## src/rtl/ahs_pkg.sv

```systemverilog
`timescale 1ns / 1ps
`default_nettype none

package ahs_pkg;

	localparam logic [63:0] AHS_IV_WORD0 = 64'h0000_0801_00CC_0002;
	localparam int AHS_ROUNDS = 12;
	localparam int AHS_RND_W = 4;
	localparam int AHS_CMD_DEPTH = 2;
	localparam logic [7:0] AHS_PAD_BYTE = 8'h01;
	localparam logic [1:0] AHS_LAST_INDEX = 2'd3;

	typedef logic [4:0][63:0] state_t;

	localparam state_t AHS_IV_STATE = {256'd0, AHS_IV_WORD0};

	typedef struct packed {
		logic fin;
		logic [63:0] block;
	} cmd_t;

	typedef struct packed {
		logic [63:0] digest;
		logic [1:0] index;
		logic last;
	} res_t;

	function automatic logic [63:0] rotr(input logic [63:0] v, input int r);
		return (v >> r) | (v << (64 - r));
	endfunction

	function automatic state_t ascon_round(input state_t s, input logic [AHS_RND_W-1:0] r);
		logic [63:0] x0, x1, x2, x3, x4;
		logic [63:0] t0, t1, t2, t3, t4;
		logic [7:0] rc;
		state_t o;
		rc = {4'hf - r, r};
		x0 = s[0];
		x1 = s[1];
		x2 = s[2] ^ {56'd0, rc};
		x3 = s[3];
		x4 = s[4];
		x0 = x0 ^ x4;
		x4 = x4 ^ x3;
		x2 = x2 ^ x1;
		t0 = ~x0 & x1;
		t1 = ~x1 & x2;
		t2 = ~x2 & x3;
		t3 = ~x3 & x4;
		t4 = ~x4 & x0;
		x0 = x0 ^ t1;
		x1 = x1 ^ t2;
		x2 = x2 ^ t3;
		x3 = x3 ^ t4;
		x4 = x4 ^ t0;
		x1 = x1 ^ x0;
		x0 = x0 ^ x4;
		x3 = x3 ^ x2;
		x2 = ~x2;
		o[0] = x0 ^ rotr(x0, 19) ^ rotr(x0, 28);
		o[1] = x1 ^ rotr(x1, 61) ^ rotr(x1, 39);
		o[2] = x2 ^ rotr(x2, 1) ^ rotr(x2, 6);
		o[3] = x3 ^ rotr(x3, 10) ^ rotr(x3, 17);
		o[4] = x4 ^ rotr(x4, 7) ^ rotr(x4, 41);
		return o;
	endfunction

endpackage

`default_nettype wire

```

## src/rtl/ahs_front.sv

```systemverilog
`timescale 1ns / 1ps
`default_nettype none

module ahs_front (
	input  wire logic         clk,
	input  wire logic         arst_n,
	input  wire logic         push,
	output logic              full,
	input  wire logic         req_type,
	input  wire logic [7:0]   message_byte,
	input  wire logic         cmd_full,
	output logic              cmd_push,
	output ahs_pkg::cmd_t     cmd_data
);
	import ahs_pkg::*;

	logic [2:0] fill_q;
	logic [7:0][7:0] buf_q;
	logic [7:0][7:0] blk;
	logic accept;

	assign full = cmd_full;
	assign accept = push && !cmd_full;
	assign cmd_push = accept && (req_type || fill_q == 3'd7);

	// bytes below the fill point come from the buffer, the next one is new or the pad
	always_comb begin
		for (int k = 0; k < 8; k++) begin
			if (3'(k) < fill_q) begin
				blk[k] = buf_q[k];
			end else if (3'(k) == fill_q) begin
				blk[k] = req_type ? AHS_PAD_BYTE : message_byte;
			end else begin
				blk[k] = 8'd0;
			end
		end
	end

	assign cmd_data.fin = req_type;
	assign cmd_data.block = blk;

	always_ff @(posedge clk or negedge arst_n) begin
		if (!arst_n) begin
			fill_q <= 3'd0;
		end else if (accept) begin
			if (req_type || fill_q == 3'd7) begin
				fill_q <= 3'd0;
			end else begin
				fill_q <= fill_q + 3'd1;
			end
		end
	end

	always_ff @(posedge clk) begin
		if (accept && !req_type) begin
			buf_q[fill_q] <= message_byte;
		end
	end

endmodule

`default_nettype wire

```

## src/rtl/ahs_cmd_fifo.sv

```systemverilog
`timescale 1ns / 1ps
`default_nettype none

module ahs_cmd_fifo #(
	parameter int DEPTH = ahs_pkg::AHS_CMD_DEPTH
) (
	input  wire logic          clk,
	input  wire logic          arst_n,
	input  wire logic          wr_en,
	input  wire ahs_pkg::cmd_t wr_data,
	output logic               full,
	output logic               rd_valid,
	output ahs_pkg::cmd_t      rd_data,
	input  wire logic          rd_en
);
	import ahs_pkg::*;

	localparam int PtrW = (DEPTH > 1) ? $clog2(DEPTH) : 1;
	localparam int CntW = $clog2(DEPTH + 1);

	cmd_t mem_q [DEPTH];
	logic [PtrW-1:0] wr_ptr_q, rd_ptr_q;
	logic [CntW-1:0] cnt_q;
	logic do_wr, do_rd;

	assign full = cnt_q == CntW'(DEPTH);
	assign rd_valid = cnt_q != '0;
	assign rd_data = mem_q[rd_ptr_q];
	assign do_wr = wr_en && !full;
	assign do_rd = rd_en && rd_valid;

	function automatic logic [PtrW-1:0] nxt(input logic [PtrW-1:0] p);
		return (p == PtrW'(DEPTH - 1)) ? '0 : p + PtrW'(1);
	endfunction

	always_ff @(posedge clk or negedge arst_n) begin
		if (!arst_n) begin
			wr_ptr_q <= '0;
			rd_ptr_q <= '0;
			cnt_q <= '0;
		end else begin
			if (do_wr) begin
				wr_ptr_q <= nxt(wr_ptr_q);
			end
			if (do_rd) begin
				rd_ptr_q <= nxt(rd_ptr_q);
			end
			if (do_wr && !do_rd) begin
				cnt_q <= cnt_q + CntW'(1);
			end else if (do_rd && !do_wr) begin
				cnt_q <= cnt_q - CntW'(1);
			end
		end
	end

	always_ff @(posedge clk) begin
		if (do_wr) begin
			mem_q[wr_ptr_q] <= wr_data;
		end
	end

endmodule

`default_nettype wire

```

## src/rtl/ahs_back.sv

```systemverilog
`timescale 1ns / 1ps
`default_nettype none

module ahs_back (
	input  wire logic          clk,
	input  wire logic          arst_n,
	input  wire logic          cmd_valid,
	input  wire ahs_pkg::cmd_t cmd_data,
	output logic               cmd_pop,
	output logic               res_valid,
	output ahs_pkg::res_t      res_data,
	input  wire logic          res_pop
);
	import ahs_pkg::*;

	typedef enum logic [1:0] {S_INIT, S_IDLE, S_RUN, S_EMIT} bst_t;

	localparam logic [AHS_RND_W-1:0] LastRnd = AHS_RND_W'(AHS_ROUNDS - 1);

	bst_t state_q;
	state_t st_q;
	state_t rnd_out;
	logic [AHS_RND_W-1:0] rnd_q;
	logic fin_q;
	logic [1:0] blk_q;
	logic out_valid_q;
	res_t res_q;
	logic slot_free;

	assign rnd_out = ascon_round(st_q, rnd_q);
	assign slot_free = !out_valid_q || res_pop;
	assign cmd_pop = (state_q == S_IDLE) && cmd_valid;
	assign res_valid = out_valid_q;
	assign res_data = res_q;

	always_ff @(posedge clk or negedge arst_n) begin
		if (!arst_n) begin
			state_q <= S_INIT;
			st_q <= AHS_IV_STATE;
			rnd_q <= '0;
			fin_q <= 1'b0;
			blk_q <= 2'd0;
			out_valid_q <= 1'b0;
			res_q <= '0;
		end else begin
			if (state_q == S_EMIT && slot_free) begin
				out_valid_q <= 1'b1;
			end else if (res_pop && out_valid_q) begin
				out_valid_q <= 1'b0;
			end
			case (state_q)
				S_INIT: begin
					st_q <= rnd_out;
					if (rnd_q == LastRnd) begin
						rnd_q <= '0;
						state_q <= S_IDLE;
					end else begin
						rnd_q <= rnd_q + AHS_RND_W'(1);
					end
				end
				S_IDLE: begin
					if (cmd_valid) begin
						st_q[0] <= st_q[0] ^ cmd_data.block;
						fin_q <= cmd_data.fin;
						blk_q <= 2'd0;
						state_q <= S_RUN;
					end
				end
				S_RUN: begin
					st_q <= rnd_out;
					if (rnd_q == LastRnd) begin
						rnd_q <= '0;
						state_q <= fin_q ? S_EMIT : S_IDLE;
					end else begin
						rnd_q <= rnd_q + AHS_RND_W'(1);
					end
				end
				S_EMIT: begin
					if (slot_free) begin
						res_q.digest <= st_q[0];
						res_q.index <= blk_q;
						res_q.last <= blk_q == AHS_LAST_INDEX;
						if (blk_q == AHS_LAST_INDEX) begin
							st_q <= AHS_IV_STATE;
							state_q <= S_INIT;
						end else begin
							blk_q <= blk_q + 2'd1;
							state_q <= S_RUN;
						end
					end
				end
				default: begin
					state_q <= S_INIT;
				end
			endcase
		end
	end

endmodule

`default_nettype wire

```

## src/rtl/ascon_hash256_sponge_top.sv

```systemverilog
`timescale 1ns / 1ps
`default_nettype none

// channel  ports                             transfer
// input    req_type, message_byte            push && !full
// result   digest_block, block_index, last_block   pop && !empty
//
// absorb bytes are taken one per cycle while full is low; every eighth byte hands a
// block to the permutation unit, which runs one round per cycle
// finish: a permutation precedes each of the four digest blocks, then the iv state is rebuilt
// after reset the unit first computes the iv state; items queue meanwhile
// full rises while the command queue is full; a held result stalls the next digest block

module ascon_hash256_sponge_top #(
	parameter int CmdDepth = ahs_pkg::AHS_CMD_DEPTH
) (
	input  wire logic        clk,
	input  wire logic        arst_n,
	input  wire logic        push,
	output logic             full,
	input  wire logic        req_type,
	input  wire logic [7:0]  message_byte,
	output logic             empty,
	input  wire logic        pop,
	output logic [63:0]      digest_block,
	output logic [1:0]       block_index,
	output logic             last_block
);
	import ahs_pkg::*;

	cmd_t cmd_in, cmd_out;
	logic cmd_push, cmd_full, cmd_valid, cmd_pop;
	logic res_valid;
	res_t res_data;

	ahs_front u_front (
		.clk(clk),
		.arst_n(arst_n),
		.push(push),
		.full(full),
		.req_type(req_type),
		.message_byte(message_byte),
		.cmd_full(cmd_full),
		.cmd_push(cmd_push),
		.cmd_data(cmd_in)
	);

	ahs_cmd_fifo #(.DEPTH(CmdDepth)) u_fifo (
		.clk(clk),
		.arst_n(arst_n),
		.wr_en(cmd_push),
		.wr_data(cmd_in),
		.full(cmd_full),
		.rd_valid(cmd_valid),
		.rd_data(cmd_out),
		.rd_en(cmd_pop)
	);

	ahs_back u_back (
		.clk(clk),
		.arst_n(arst_n),
		.cmd_valid(cmd_valid),
		.cmd_data(cmd_out),
		.cmd_pop(cmd_pop),
		.res_valid(res_valid),
		.res_data(res_data),
		.res_pop(pop)
	);

	assign empty = !res_valid;
	assign digest_block = res_data.digest;
	assign block_index = res_data.index;
	assign last_block = res_data.last;

endmodule

`default_nettype wire

```

## config.mk

```make
export PLATFORM = sky130hd
export DESIGN_NAME = ascon_hash256_sponge_top
export DESIGN_NICKNAME = d
export VERILOG_FILES = /design/src/rtl/ahs_pkg.sv /design/src/rtl/ahs_front.sv /design/src/rtl/ahs_cmd_fifo.sv /design/src/rtl/ahs_back.sv /design/src/rtl/ascon_hash256_sponge_top.sv
export SDC_FILE = /design/constraint.sdc
export NUM_CORES = 2
export LEC_CHECK = 0
export BUFFER_PORTS_ARGS = -buffer_cell sky130_fd_sc_hd__buf_2
export CORE_UTILIZATION = 45
export CTS_CLUSTER_SIZE = 12
export DETAILED_ROUTE_END_ITERATION = 8
export PLACE_DENSITY = 0.64
export SLEW_MARGIN = 20
export SYNTH_ARGS = -nofsm -noshare
export SYNTH_HDL_FRONTEND = slang
export SYNTH_SLANG_ARGS = --single-unit
```

## constraint.sdc

```tcl
create_clock -name clk -period 13.5 [get_ports clk]
set_input_delay 0.675 -clock clk [delete_from_list [all_inputs] [get_ports clk]]
set_output_delay 0.675 -clock clk [all_outputs]
set_load 0.02 [all_outputs]
```

After elaboration in Yosys (flattened, before gate mapping). Memories as Yosys holds them, arrays and structs flattened. Cells that the tools add are included.

Add/subtract/negate cells: 8. $mul: 0. Div/mod/pow operators: 0. Magnitude comparators: 10. Equal/unequal tests: 20. Shift operators: 0. Multiplexer cells: 46. Bitwise gates (word level): 44. Reduce and logical (&&, ||, !) cells: 32.

Operator list (count): bitwise XOR 64 bit (22); two-way mux 320 bit (2); case mux 256 bit (2 select lines) (1); NOT 64 bit (6); bitwise AND 64 bit (5); case mux 64 bit (3 select lines) (1); two-way mux 8 bit (18); bitwise mux 64 bit (1); two-way mux 64 bit (1); OR 23 x 64 -> 64 bit (1); OR 25 x 64 -> 64 bit (1); OR 3 x 64 -> 64 bit (1); OR 36 x 64 -> 64 bit (1); OR 45 x 64 -> 64 bit (1); OR 47 x 64 -> 64 bit (1); OR 54 x 64 -> 64 bit (1); OR 57 x 64 -> 64 bit (1); OR 58 x 64 -> 64 bit (1); OR 63 x 64 -> 64 bit (1); bitwise XOR 64 x 8 -> 64 bit (1); demux 8 bit (select 3 bit) (1); two-way mux 2 bit (11); equality test 3 bit (first input constant) (4); < comparator 3 bit (first input constant) (4); 33 further kinds (72).

Flip-flop bits (word level): 468. Latch bits: 0. Bits in writable memories: 130. Memory bits (read-only): 0. Input port bits: 13. Output and inout bits: 69. Word-level logic and storage cells: 186. Memories: 1.

Memory list: u_fifo.mem_q (depth 2, width 65, read ports 1, clocked after Yosys merged registers in 0, write ports 1, line ahs_cmd_fifo.sv:21) `cmd_t mem_q [DEPTH];`.

Depth between registers and ports, before layout.
Depth after elaboration: 11. Gate-level depth with buffers: 9. Depth with buffers taken out: 8.

Modules after synthesis. A second synthesis with hierarchy kept.

Cells, all modules: 3432. Area, all modules: 39714.3 um^2.

By module, submodules not included: ahs_back (instances 1, cells an instance 2953, area an instance 31704.2 um^2, seq. area each 9943.3 um^2); ahs_cmd_fifo (instances 1, cells an instance 221, area an instance 5049.8 um^2, seq. area each 4003.8 um^2); ahs_front (instances 1, cells an instance 257, area an instance 2956.6 um^2, seq. area each 1756.7 um^2); ascon_hash256_sponge_top (instances 1, cells an instance 1, area an instance 3.8 um^2, seq. area each 0.0 um^2).

Worst setup path before layout. No wires, ideal clock.

Path type: input -> register. Start point: in push. End point: mem u_fifo.mem_q[0][0] in the netlist's numbering, enable pin. Library setup time: 0.568 ns. Arrival time: 5.495 ns. Required time: 12.932 ns. Setup slack: 7.438 ns. Stages: 3. Buffers on the path: 1. Cells stage by stage: o21ai_0 clkbuf_1 nor3_1.

Word-level cells in the longest chain between the ends: 5.

RTL lines: start: declaration (line ascon_hash256_sponge_top.sv:19) `input wire logic push,`; logical AND 1 bit (line ahs_front.sv:23) `assign accept = push && !cmd_full;`; logical AND 1 bit (line ahs_front.sv:24) `assign cmd_push = accept && (req_type || fill_q == 3'd7);`; logical AND 1 bit (line ahs_cmd_fifo.sv:29) `assign do_wr = wr_en && !full;`; two-way mux 1 bit (line ahs_cmd_fifo.sv:57) `if (do_wr) begin`; two-way mux 1 bit (implied by the code) (line ahs_cmd_fifo.sv:58) `mem_q[wr_ptr_q] <= wr_data;`; end: declaration (line ahs_cmd_fifo.sv:21).

Every way passes these cells.

Worst setup path in the final report.
Start point: reg u_back.state_q[0]. End point: reg u_back.st_q[157] in the netlist's numbering.

Word-level cells in the longest chain between the ends: 4. Elaborated cells between the ends (all ways): 9. Classes of those cells: 4 x eq/ne; 1 x mux; 4 x reduce/logical.

RTL lines: start: declaration (line ahs_back.sv:20) `bst_t state_q;`; start signal: assignment (line ahs_back.sv:73) `state_q <= fin_q ? S_EMIT : S_IDLE;`; equality test 2 bit or zero test 2 bit (tied branches) (line ahs_back.sv:51) `case (state_q)`; OR reduction 2 bit (no source line); nonzero test 2 bit (no source line); AND reduction 3 bit (no source line); end signal: assignment (line ahs_back.sv:53) `st_q <= rnd_out;`; end signal: assignment (line ahs_back.sv:70) `st_q <= rnd_out;`; end: declaration (line ahs_back.sv:21) `state_t st_q;`.

Several ways; a longest one is shown, not always the timed one. A chain may end at the register's enable or synchronous reset.

==> summary.md <==
| Metric | Value |
|---|---|
| Routed WL | `132.2 mm` |
| Fillers | `7558` |
| Leading area contributor after synthesis | `dfrtp_1` |
| Vias in the first global route | `24820` |
| #FFs+latches synth | `590` |
| Final ANT Viol Nets | `0` |
| YS warnings | `0` |
| Min-delay worst type | `input pin to asynchronous set/reset pin` |
| Count of port buffers added during placement | `81` |
| WL met1 | `52.26 mm` |
| Unrepaired setup endpoints after global routing | `false` |
| Final Skew | `33.12 ps` |
| Crit-path max FO | `91` |
| Clk root buf | `clkbuf_16` |
| WP depth | `3` |
| WL/cell | `28.78 um` |
| Die Y | `295.0 um` |
| Fmax | `296.7 MHz` |
| Sink Count | `590` |
| Max-cap violations | `0` |
| Post-synth cell types | `47` |
| Main synth FF type | `dfrtp_1` |
| Worst Path Arrival | `3840 ps` |
| Setup TNS | `0 ps` |
| Area Overhead vs Synth | `10.51%` |
| Post-CTS Setup Bufs | `0` |
| Cells after DPL | `4463` |
| Post-DP HPWL | `102.2 mm` |
| Setup Crit Path Kind | `register to register` |
| Final hold viol count | `0` |
| Crit-path cells | `buf_4 > buf_4 > o21ai_0` |
| Startpoint types | `register` |
| Highest routed layer | `met5` |
| Status | `finished clean` |
| Syn_nets | `3466` |
| Worst-case clock buffer depth | `3` |
| Num rows | `107` |
| Final Critical Period | `3370 ps` |
| Post-synth EDFFs | `186` |
| Vias | `25980` |
| Die ar. | `87010 sq um` |
| R2r setup slk | `10130 ps` |
| CP max-delay cell | `dfrtp_4` |
| Number of slew-limit violations in the final report | `0` |
| Layout cells sized above 1 | `12.59%` |
| Post-cts sizing count | `0` |
| Met2 WL | `58.78 mm` |
| Crit end category | `register` |
| CTS tree | `yes` |
| RePlAce Congestion | `1.044` |
| Post-Syn Area | `38630 sq um` |
| Reg2reg path depth | `3` |
| Crit path buf inv count | `2` |
| Grt ovf | `0` |
| Initial antenna violation count | `3` |
| Final std cells w/o fill | `4592` |
| CTS Hold Buffers Added | `0` |
| First-pass GRT wire length | `185.9 mm` |
| 1st-iter DRT viols | `2701` |
| Synthesized instance count | `3318` |
| Slew HR | `17.23%` |
| CORE AREA | `85150 sq um` |
| Initial core utilization | `45.37%` |
| I/O pin count | `82` |
| Pre-antenna DRT Iters | `7` |
| Register area share after synthesis | `40.65%` |
| WL met3 | `12.82 mm` |
| Max incr delay on CP | `970 ps` |
| CP top delay family | `buffers and inverters` |
| Synth Area per Inst | `11.64 sq um` |
| Ranking of synthesized cells by area | `dfrtp_1 26%, xnor3_1 15%, edfxtp_1 14%` |
| Post-route DRC violation count | `0` |
| CTS clk-pin slew, worst paths | `60 ps` |
| Req. time, crit path | `13970 ps` |
| Post-synth ARST share | `68.47%` |
| Skew-Pair Late Insertion Delay | `640 ps` |
| Largest net degree at the start of global routing | `172` |
| Worst-margin pin slew | `1242 ps` |
| Area fraction of the dominant cell type after synthesis | `25.72%` |
| Die X | `295.0 um` |
| Setup-failing EPs final | `0` |
| Final Cycle Share | `24.96%` |
| Final core occ | `50.14%` |
| H-tree depth | `3` |
| Nets@finish | `3538` |
| Total GRT Usage | `30.68%` |
| Via density per instance | `5.658` |
| CTS buffer count | `69` |
| CP dominant cell by count | `buf_4` |
## flip-flops by register name, summed over array words and instances (netlist names)
register / cells
u_back.rnd_q: 4
u_back.fin_q: 1
u_back.blk_q: 2
u_fifo.wr_ptr_q: 1
u_back.res_data: 67
u_fifo.rd_ptr_q: 1
u_back.res_valid: 1
u_back.st_q: 320
u_front.buf_q: 56
u_back.state_q: 2
u_fifo.cnt_q: 2
u_front.fill_q: 3
u_fifo.mem_q: 130
## Yosys cell counts (8+ instances only)
cell type	number
a21oi_1	87
nand2b_1	10
xor2_1	268
mux2_2	79
nor2_1	212
xnor3_1	255
nand2_1	322
a21boi_0	53
dfrtp_1	397
o31ai_1	18
o21ai_1	28
xnor2_2	96
mux2i_1	64
clkbuf_1	88
edfxtp_1	186
xnor2_1	284
o2bb2ai_1	10
maj3_1	37
inv_1	188
and2_1	16
ha_1	135
buf_2	24
o21ai_0	214
o22ai_1	172
nor3_1	8
## area by class of cell
| cell class | instances | area (sq um) | share of cell area, % |
|---|---|---|---|
| clock buffers | 100 | 1933 | 4.528 |
| diodes | 1 | 2.502 | 0.005862 |
| flip-flops and latches | 590 | 15710 | 36.80 |
| clock inverters | 28 | 367.9 | 0.8617 |
| multi-input cells | 2421 | 21820 | 51.11 |
| repair buffers | 119 | 713.2 | 1.671 |
| inverters | 189 | 709.4 | 1.662 |
| well taps | 1144 | 1431 | 3.353 |
## stage by stage
| step | instance area [sq um] | setup WS, ps | hold slack, ps |
|---|---|---|---|
| 2_1_floorplan | 38630 | 7438 | 379.4 |
| 3_3_place_gp | 40370 | 10280 | 469.3 |
| 3_5_place_dp | 40370 | 10240 | 471.8 |
| 4_1_cts | 42670 | 10200 | 93.20 |
| 5_1_grt | 42690 | 10000 | 105.4 |
| 6_report | 42690 | 10130 | 58.38 |
## layer usage
layer	vias up	GRT usage, %
met5	-	0
met2	1141	46.43
met1	13010	40.10
met4	8	16.77
li1	11560	-
met3	262	8.187
## path summary, 6_finish.rpt
path,start,to
max in group asynchronous,arst_n,u_back.res_data[4]
hold reg to reg,u_back.fin_q,u_back.fin_q
hold / removal,arst_n,u_back.st_q[214]
min in group clk,pop,u_back.res_valid
setup reg to reg,u_back.state_q[0],u_back.st_q[157]
setup / recovery,u_back.state_q[0],u_back.st_q[157]
## kinds of logic after synthesis
group                    after synthesis  share of synthesized area, %
AO/OA/AOI/OAI                        599                         9.024
XOR/XNOR                             910                         31.74
adder cells (fa/ha/maj)              177                         5.477
buffers and inverters                307                         3.061
flip-flops                           590                         40.65
multiplexers                         143                         3.961
AND/OR/NAND/NOR                      592                         6.080
## cells in the final DEF (no fill, tap or decap), types with 4 or more instances in the layout
cell type,netlist,layout
o31ai_1,18,18
and2_1,16,15
bufinv_16,0,4
ha_1,135,135
mux2i_1,64,64
maj3_2,5,5
dfrtp_1,397,395
buf_4,0,37
clkinv_8,0,4
mux2_2,79,79
o21ai_0,214,214
maj3_1,37,37
o21ai_1,28,27
buf_2,24,80
inv_1,188,188
clkinv_2,0,11
nor2b_1,6,5
xnor2_1,284,282
a21oi_1,87,87
nor3_1,8,6
dfstp_2,7,7
edfxtp_1,186,186
clkbuf_8,0,9
xnor2_2,96,98
xnor3_1,255,255
clkbuf_16,0,69
a21boi_0,53,53
nand2b_1,10,10
o2bb2ai_1,10,10
clkbuf_1,88,22
nand2_1,322,322
clkinvlp_4,0,4
xor2_2,6,6
xor2_1,268,268
a21o_1,5,5
o22ai_1,172,172
nor2_1,212,210
nand3_1,7,7
Power is left out: the tool's default activity adds up to more than one toggle a clock period on the data nets, which glitch-free logic cannot reach.
